==> src/design/bms_pkg.sv <==
// Package for the bundle message splitter: phase codes, result record and
// queue sizing. No dependencies; imported by the parser, queue and top level.
package bms_pkg;

  // Largest payload in bytes; bytes_after values at or above it are clamped
  localparam int MAX_PAYLOAD = 16384;
  localparam logic [16:0] AFTER_MAX = 17'(MAX_PAYLOAD - 1);

  // Bundle marker and length escape
  localparam logic [7:0] BUNDLE_B0  = 8'h00;
  localparam logic [7:0] BUNDLE_B1  = 8'h19;
  localparam logic [7:0] LEN_ESCAPE = 8'hFF;

  // Parser phases
  localparam logic [2:0] PH_IDLE       = 3'd0;
  localparam logic [2:0] PH_HELD       = 3'd1;
  localparam logic [2:0] PH_PLAIN      = 3'd2;
  localparam logic [2:0] PH_LEN        = 3'd3;
  localparam logic [2:0] PH_LENHI      = 3'd4;
  localparam logic [2:0] PH_LENLO      = 3'd5;
  localparam logic [2:0] PH_BODY_FIRST = 3'd6;
  localparam logic [2:0] PH_BODY       = 3'd7;

  // Result queue: room for two in-flight items of two results each
  localparam int QDEPTH = 8;
  localparam int QPTR_W = $clog2(QDEPTH);
  localparam int QCNT_W = $clog2(QDEPTH + 1);
  localparam logic [QCNT_W-1:0] READY_LEVEL = QCNT_W'(QDEPTH - 4);

  // One result item
  typedef struct packed {
    logic [7:0] out_byte;
    logic       has_byte;
    logic       msg_first;
    logic       msg_last;
    logic       packet_error;
    logic       run_last;
  } res_t;

  // Up to two results pushed into the queue in one cycle, first in r0
  typedef struct packed {
    logic v0;
    logic v1;
    res_t r0;
    res_t r1;
  } push_t;

endpackage

==> src/design/bms_parser.sv <==
// Parser stage: input register, bundle/length state machine, and the
// up to two results each byte gives. Depends on bms_pkg.
module bms_parser (
  input  logic           clk,
  input  logic           rst,
  input  logic           in_take,
  input  logic [7:0]     data_byte,
  input  logic           packet_start,
  input  logic [13:0]    bytes_after,
  input  logic           empty_packet,
  output bms_pkg::push_t push
);
  import bms_pkg::*;

  // Input register
  logic        item_valid;
  logic [7:0]  b;
  logic        start;
  logic [13:0] after_raw;
  logic        empty;

  always_ff @(posedge clk) begin
    if (rst) begin
      item_valid <= 1'b0;
    end else begin
      item_valid <= in_take;
    end
  end

  always_ff @(posedge clk) begin
    if (in_take) begin
      b         <= data_byte;
      start     <= packet_start;
      after_raw <= bytes_after;
      empty     <= empty_packet;
    end
  end

  // Parser state
  logic [2:0]  phase, phase_next;
  logic [7:0]  held_first_byte, held_first_byte_next;
  logic [7:0]  length_high_byte, length_high_byte_next;
  logic [15:0] body_bytes_left, body_bytes_left_next;

  logic [13:0] after;
  logic        after_zero;
  logic [15:0] len;
  logic        done;
  logic        cut;

  // Clamp of the remaining count to the payload limit
  always_comb begin
    if (17'(after_raw) > AFTER_MAX) begin
      after = AFTER_MAX[13:0];
    end else begin
      after = after_raw;
    end
  end

  assign after_zero = (after == 14'd0);
  assign len  = (phase == PH_LENLO) ? {length_high_byte, b} : {8'd0, b};
  assign done = (body_bytes_left <= 16'd1);
  assign cut  = !done && after_zero;

  // Next state and results
  always_comb begin
    phase_next            = phase;
    held_first_byte_next  = held_first_byte;
    length_high_byte_next = length_high_byte;
    body_bytes_left_next  = body_bytes_left;
    push                  = '0;

    if (item_valid) begin
      if (empty) begin
        push.v0              = 1'b1;
        push.r0.msg_first    = 1'b1;
        push.r0.msg_last     = 1'b1;
        phase_next           = PH_IDLE;
      end else if (start) begin
        if (after_zero) begin
          push.v0            = 1'b1;
          push.r0.out_byte   = b;
          push.r0.has_byte   = 1'b1;
          push.r0.msg_first  = 1'b1;
          push.r0.msg_last   = 1'b1;
          phase_next         = PH_IDLE;
        end else begin
          held_first_byte_next = b;
          phase_next           = PH_HELD;
        end
      end else begin
        case (phase)
          PH_HELD: begin
            if (held_first_byte == BUNDLE_B0 && b == BUNDLE_B1) begin
              phase_next = after_zero ? PH_IDLE : PH_LEN;
            end else begin
              push.v0            = 1'b1;
              push.r0.out_byte   = held_first_byte;
              push.r0.has_byte   = 1'b1;
              push.r0.msg_first  = 1'b1;
              push.v1            = 1'b1;
              push.r1.out_byte   = b;
              push.r1.has_byte   = 1'b1;
              push.r1.msg_last   = after_zero;
              phase_next         = after_zero ? PH_IDLE : PH_PLAIN;
            end
          end
          PH_PLAIN: begin
            push.v0          = 1'b1;
            push.r0.out_byte = b;
            push.r0.has_byte = 1'b1;
            push.r0.msg_last = after_zero;
            if (after_zero) begin
              phase_next = PH_IDLE;
            end
          end
          PH_LEN, PH_LENLO: begin
            if (phase == PH_LEN && b == LEN_ESCAPE) begin
              if (after < 14'd2) begin
                push.v0              = 1'b1;
                push.r0.packet_error = 1'b1;
                phase_next           = PH_IDLE;
              end else begin
                phase_next = PH_LENHI;
              end
            end else if (len == 16'd0) begin
              // zero length: one empty message
              push.v0           = 1'b1;
              push.r0.msg_first = 1'b1;
              push.r0.msg_last  = 1'b1;
              phase_next        = after_zero ? PH_IDLE : PH_LEN;
            end else if (len > 16'(after)) begin
              // too long for what is left: drop the rest
              phase_next = PH_IDLE;
            end else begin
              body_bytes_left_next = len;
              phase_next           = PH_BODY_FIRST;
            end
          end
          PH_LENHI: begin
            if (after_zero) begin
              push.v0              = 1'b1;
              push.r0.packet_error = 1'b1;
              phase_next           = PH_IDLE;
            end else begin
              length_high_byte_next = b;
              phase_next            = PH_LENLO;
            end
          end
          PH_BODY_FIRST, PH_BODY: begin
            push.v0              = 1'b1;
            push.r0.out_byte     = b;
            push.r0.has_byte     = 1'b1;
            push.r0.msg_first    = (phase == PH_BODY_FIRST);
            push.r0.msg_last     = done || cut;
            push.r0.packet_error = cut;
            if (body_bytes_left != 16'd0) begin
              body_bytes_left_next = body_bytes_left - 16'd1;
            end
            if (after_zero) begin
              phase_next = PH_IDLE;
            end else if (done) begin
              phase_next = PH_LEN;
            end else begin
              phase_next = PH_BODY;
            end
          end
          default: begin
            // idle: bytes outside a packet are ignored
          end
        endcase
      end
    end

    // Mark the last result of this transaction
    if (push.v1) begin
      push.r1.run_last = 1'b1;
    end else if (push.v0) begin
      push.r0.run_last = 1'b1;
    end
  end

  always_ff @(posedge clk) begin
    if (rst) begin
      phase            <= PH_IDLE;
      held_first_byte  <= 8'd0;
      length_high_byte <= 8'd0;
      body_bytes_left  <= 16'd0;
    end else begin
      phase            <= phase_next;
      held_first_byte  <= held_first_byte_next;
      length_high_byte <= length_high_byte_next;
      body_bytes_left  <= body_bytes_left_next;
    end
  end

endmodule

==> src/design/bms_queue.sv <==
// Result queue: takes up to two results a cycle, hands out one a cycle on the
// stream output while it is popped. Depends on bms_pkg.
module bms_queue (
  input  logic                       clk,
  input  logic                       rst,
  input  bms_pkg::push_t             push,
  input  logic                       pop,
  output logic                       not_empty,
  output bms_pkg::res_t              head,
  output logic [bms_pkg::QCNT_W-1:0] level
);
  import bms_pkg::*;

  res_t               mem [QDEPTH];
  logic [QPTR_W-1:0]  wr_ptr;
  logic [QPTR_W-1:0]  rd_ptr;
  logic [QCNT_W-1:0]  count;
  logic [QPTR_W-1:0]  wr_ptr1;
  logic [1:0]         n_wr;

  assign wr_ptr1   = wr_ptr + QPTR_W'(1);
  assign n_wr      = {1'b0, push.v0} + {1'b0, push.v1};
  assign not_empty = (count != '0);
  assign head      = mem[rd_ptr];
  assign level     = count;

  // Storage writes, first result at the write pointer
  always_ff @(posedge clk) begin
    if (push.v0) begin
      mem[wr_ptr] <= push.r0;
    end
    if (push.v1) begin
      mem[wr_ptr1] <= push.r1;
    end
  end

  // Pointers and fill level
  always_ff @(posedge clk) begin
    if (rst) begin
      wr_ptr <= '0;
      rd_ptr <= '0;
      count  <= '0;
    end else begin
      wr_ptr <= wr_ptr + QPTR_W'(n_wr);
      if (pop) begin
        rd_ptr <= rd_ptr + QPTR_W'(1);
      end
      count <= count + QCNT_W'(n_wr) - QCNT_W'(pop);
    end
  end

endmodule

==> src/design/bundle_message_splitter_top.sv <==
// Bundle message splitter, top level: stream ports, parser and result queue.
// Depends on bms_pkg, bms_parser and bms_queue.
//
// Usage: payload bytes of a decrypted packet enter on the s_axis channel,
// one byte per transaction, with packet_start and empty_packet in tuser and
// the count of bytes still to follow in tdata. Messages leave on m_axis, one
// result per transaction: the byte in tdata, its marks in tuser, and tlast
// on the last result that an input byte causes. A bundle (payload opening
// with 0x00 0x19) is cut into its length-prefixed sub-messages.
// The results of a byte pass through the input register and the result queue
// before they are offered on m_axis; a second result follows once the first is taken.
// Throughput: one byte per cycle while tready is high; a non-bundle payload gives
// two results on its second byte, which the eight-entry result queue absorbs.
// s_axis_tready depends only on reset and the queue level, so while m_axis is
// stalled the block keeps taking bytes as long as the queue holds four results
// or fewer, then holds tready low; nothing is lost.
// Reset clears the parser to idle and empties the queue; tready is low in reset.
module bundle_message_splitter_top (
  input  logic        clk,
  input  logic        rst,
  input  logic        s_axis_tvalid,
  output logic        s_axis_tready,
  input  logic [23:0] s_axis_tdata,  // [7:0] data_byte, [21:8] bytes_after, zero pad
  input  logic [1:0]  s_axis_tuser,  // [0] packet_start, [1] empty_packet
  output logic        m_axis_tvalid,
  input  logic        m_axis_tready,
  output logic [7:0]  m_axis_tdata,  // [7:0] out_byte
  output logic [3:0]  m_axis_tuser,  // [0] has_byte, [1] msg_first, [2] msg_last,
                                     // [3] packet_error
  output logic        m_axis_tlast   // run_last
);
  import bms_pkg::*;

  push_t             push;
  res_t              head;
  logic [QCNT_W-1:0] level;
  logic              in_take;
  logic              pop;

  // Accept while the queue has room for this and the pending item
  assign s_axis_tready = !rst && (level <= READY_LEVEL);
  assign in_take       = s_axis_tvalid && s_axis_tready;
  assign pop           = m_axis_tvalid && m_axis_tready;

  bms_parser u_parser (
    .clk          (clk),
    .rst          (rst),
    .in_take      (in_take),
    .data_byte    (s_axis_tdata[7:0]),
    .packet_start (s_axis_tuser[0]),
    .bytes_after  (s_axis_tdata[21:8]),
    .empty_packet (s_axis_tuser[1]),
    .push         (push)
  );

  bms_queue u_queue (
    .clk       (clk),
    .rst       (rst),
    .push      (push),
    .pop       (pop),
    .not_empty (m_axis_tvalid),
    .head      (head),
    .level     (level)
  );

  // Output packing
  assign m_axis_tdata = head.out_byte;
  assign m_axis_tuser = {head.packet_error, head.msg_last, head.msg_first, head.has_byte};
  assign m_axis_tlast = head.run_last;

endmodule

==> config.mk <==
export PLATFORM = sky130hd
export DESIGN_NAME = bundle_message_splitter_top
export DESIGN_NICKNAME = d
export VERILOG_FILES = /design/src/design/bms_pkg.sv /design/src/design/bms_parser.sv /design/src/design/bms_queue.sv /design/src/design/bundle_message_splitter_top.sv
export SDC_FILE = /design/constraint.sdc
export NUM_CORES = 1
export LEC_CHECK = 0
export BUFFER_PORTS_ARGS = -buffer_cell sky130_fd_sc_hd__clkbuf_2
export CAP_MARGIN = 5
export CORE_MARGIN = 1.5
export CORE_UTILIZATION = 55
export DETAILED_ROUTE_END_ITERATION = 10
export GPL_TIMING_DRIVEN = 0
export PLACE_DENSITY = 0.71
export SLEW_MARGIN = 20
export SYNTH_ARGS = -nofsm -noshare
export SYNTH_HDL_FRONTEND = slang
export SYNTH_SLANG_ARGS = --single-unit
==> constraint.sdc <==
create_clock -name clk -period 4.7 [get_ports clk]
set_input_delay 0.94 -clock clk [delete_from_list [all_inputs] [get_ports clk]]
set_output_delay 0.94 -clock clk [all_outputs]
set_load 0.01 [all_outputs]
==> flow_summary.toml <==
[status]
status = "complete, no violations"

[synth]
synth_seq_cells = 177
synth_compound_area_share_pct = 13.9
synth.distinct_cells = 60
synth-edff-count = 112
synth-simple-area-share_pct = 15.0
synth_top_family_by_area = "simple AND/OR/NAND/NOR gates"
ys_seq_area_share_pct = 51.9
synthAdderAreaFrac_pct = 4.35
synth_cells = 849
ys.flop_type = "edfxtp_1"
synth.cell_area_um2 = 8980
syn-num-nets = 909
synth_xor_area_share_pct = 0.878
avgSynthCellArea_um2 = 10.6
yosysWarnings = 0
synth.mux.area_fraction_pct = 10.3
synthArstFlopShare_pct = 0

[clocking]
post_cts_buffers = 0
cts_sinks = 177
cts_tree = "done"
htree_levels = 4
cts_hold_buf = 0
postCtsResizedCells = 0
cts_root_buffer = "clkbuf_16"
clockBufferDepth = 2
numCtsBuffers = 17
clk_latency_ps = 440
clkTransAtPathRegs_ps = 60

[setup_path]
path_class = "flip-flop to flip-flop"
startpoint_type = "flip-flop"
arrival_ps = 4260
crit_fanout = 10
endpoint_kind = "flip-flop"
required_ps = 5000

[pwr]
power_density_nw_per_um2 = 386
finalPower_w = 0.00387
p_leak_nw = 3.68
peakVddDrop_v = 0.000243

[global_routing]
grtUsageTotal_pct = 26.5
grt_max_degree = 25
antenna_found_initial = 0
grt_pass1_vias = 6565
grt_pass1_wl_mm = 34.3
gr-total-overflow = 0

[sta]
finalSetupViolations = 0
final_hold_viol_count = 0
period_needed_ps = 3960
fin_worst_skew_ps = 10.6
whs_ps = 475
timing.final.crit_share_pct = 84.3
tightest_slew_ps = 1100
fmax_ghz = 0.252
rsz0062_at_grt = "no"
fin_setup_tns_ps = 0
drv_slew = 0
max-slew-margin-rel_pct = 25.9

[die]
io_pins = 45
core_area_um2 = 15900
dieArea_um2 = 17100
rows = 46
initial_utilization_pct = 56.3
dieWidth_um = 131
die_h_um = 131

[finish]
drive_above_1_share_pct = 13.3
synthToLayoutAreaGrowth_pct = 11.7
multi_input_area_um2 = 3980
antenna_cells = 0
nNetsFinal = 970
regArea_um2 = 4660
fin_util_pct = 62.9
layout_commonest_cell = "edfxtp_1"
layout_common_cells = "edfxtp_1 (112), nand2_1 (94), o21ai_0 (90), nor2_1 (65), dfxtp_1 (65)"
nFillCells = 1319

[worst_hold_path]
min_path_type = "flip-flop to flip-flop"

[detailed_routing]
drt_iter0_markers = 654
via_per_inst = 6.05
drt-total-wl_mm = 21.4
antenna_left = 0
drc = 0
dr.pass1.iters = 5
wl_per_cell_um = 18.8
num_vias = 6896

[flow_run]
drv_cap = 0

[placement]
dp_hpwl_mm = 15.9
port_buffers = 42
gp_congestion = 0.930
==> report_power, final <==
part	switching [W]	total, W	internal [W]
registers	0.0000460	0.00176	0.00172
clock network	0.000598	0.00137	0.000776
logic	0.000393	0.000735	0.000342
==> stage by stage <==
step | instances | instance area [um2] | setup slack [ps]
6_report | 1139 | 10000 | 738
5_1_grt | 1139 | 10000 | 452
4_1_cts | 1139 | 10000 | 656
3_5_place_dp | 1107 | 9460 | 783
3_3_place_gp | 1107 | 9460 | 824
2_1_floorplan | 849 | 8980 | 1190
==> cell usage after synthesis (all sizes together), types with 14 or more instances <==
cell | number | share of area (%)
o21ai | 96 | 5.3
nor3 | 19 | 1.1
nand2 | 94 | 3.9
mux2i | 19 | 2.1
a21oi | 33 | 1.8
nand3 | 33 | 1.8
mux4 | 26 | 6.5
o22ai | 18 | 1.3
inv | 36 | 1.5
dfxtp | 65 | 14
nor2 | 65 | 2.7
ha | 28 | 3.9
clkbuf | 42 | 1.8
edfxtp | 112 | 37
o2bb2ai | 14 | 1.4
==> cell families after synthesis <==
logic type                 Yosys count
adders and majority gates           30
AOI/OAI and AO/OA                  204
muxes                               58
and+or+nand+nor                    284
buffers and inverters               87
DFF                                177
xor gates and xnor gates             9
==> routing by layer <==
metal / GRT usage, % / wire length, um / up-vias
li1: - / - / 3300
met1: 33.9 / 9130 / 3309
met2: 45.4 / 10800 / 244
met3: 5.01 / 1060 / 43
met4: 9.37 / 489 / 0
met5: 0 / 0 / -
==> final timing paths <==
kind | endpoint | slack (ps) | start | cells after the start
worst max-delay path | u_queue.level[3] | 740 | u_parser.after[8] | 14
worst min-delay path | u_queue.mem[2][3] | 480 | u_queue.mem[2][3] | 2
worst max register to register | u_queue.level[3] | 740 | u_parser.after[8] | 14
worst min register to register | u_queue.mem[2][3] | 480 | u_queue.mem[2][3] | 2
==> area by class of cell <==
class                   instances  area share [%]
flip-flops and latches        177            46.5
clock buffers                  17            4.24
repair buffers                 42            2.10
inverters                      36            1.35
clock inverters                15            1.42
multi-input cells             585            39.7
plain buffers                  51            1.98
well taps                     216            2.69
==> state kept, by name, summed over array words and instances, names as in the netlist, 3 cells and up, named ones only <==
register / count
u_parser.held_first_byte: 8
u_parser.b: 8
u_queue.level: 4
u_parser.length_high_byte: 8
u_parser.after: 14
u_parser.phase: 3
u_parser.body_bytes_left: 16
u_queue.rd_ptr: 3
u_queue.mem: 104
u_queue.wr_ptr: 3
==> critical path: stages (launching register included) <==
cell,delay (ps)
edfxtp_1,380
nor4_1,400
nand4_1,290
o21ai_0,550
o21ai_0,260
a41oi_4,400
ha_1,280
inv_1,70
ha_1,310
inv_1,50
ha_1,280
a21o_1,170
a21oi_1,180
xnor2_1,140
nor2_1,50
Note: power is estimated with default switching activity, not from simulation.
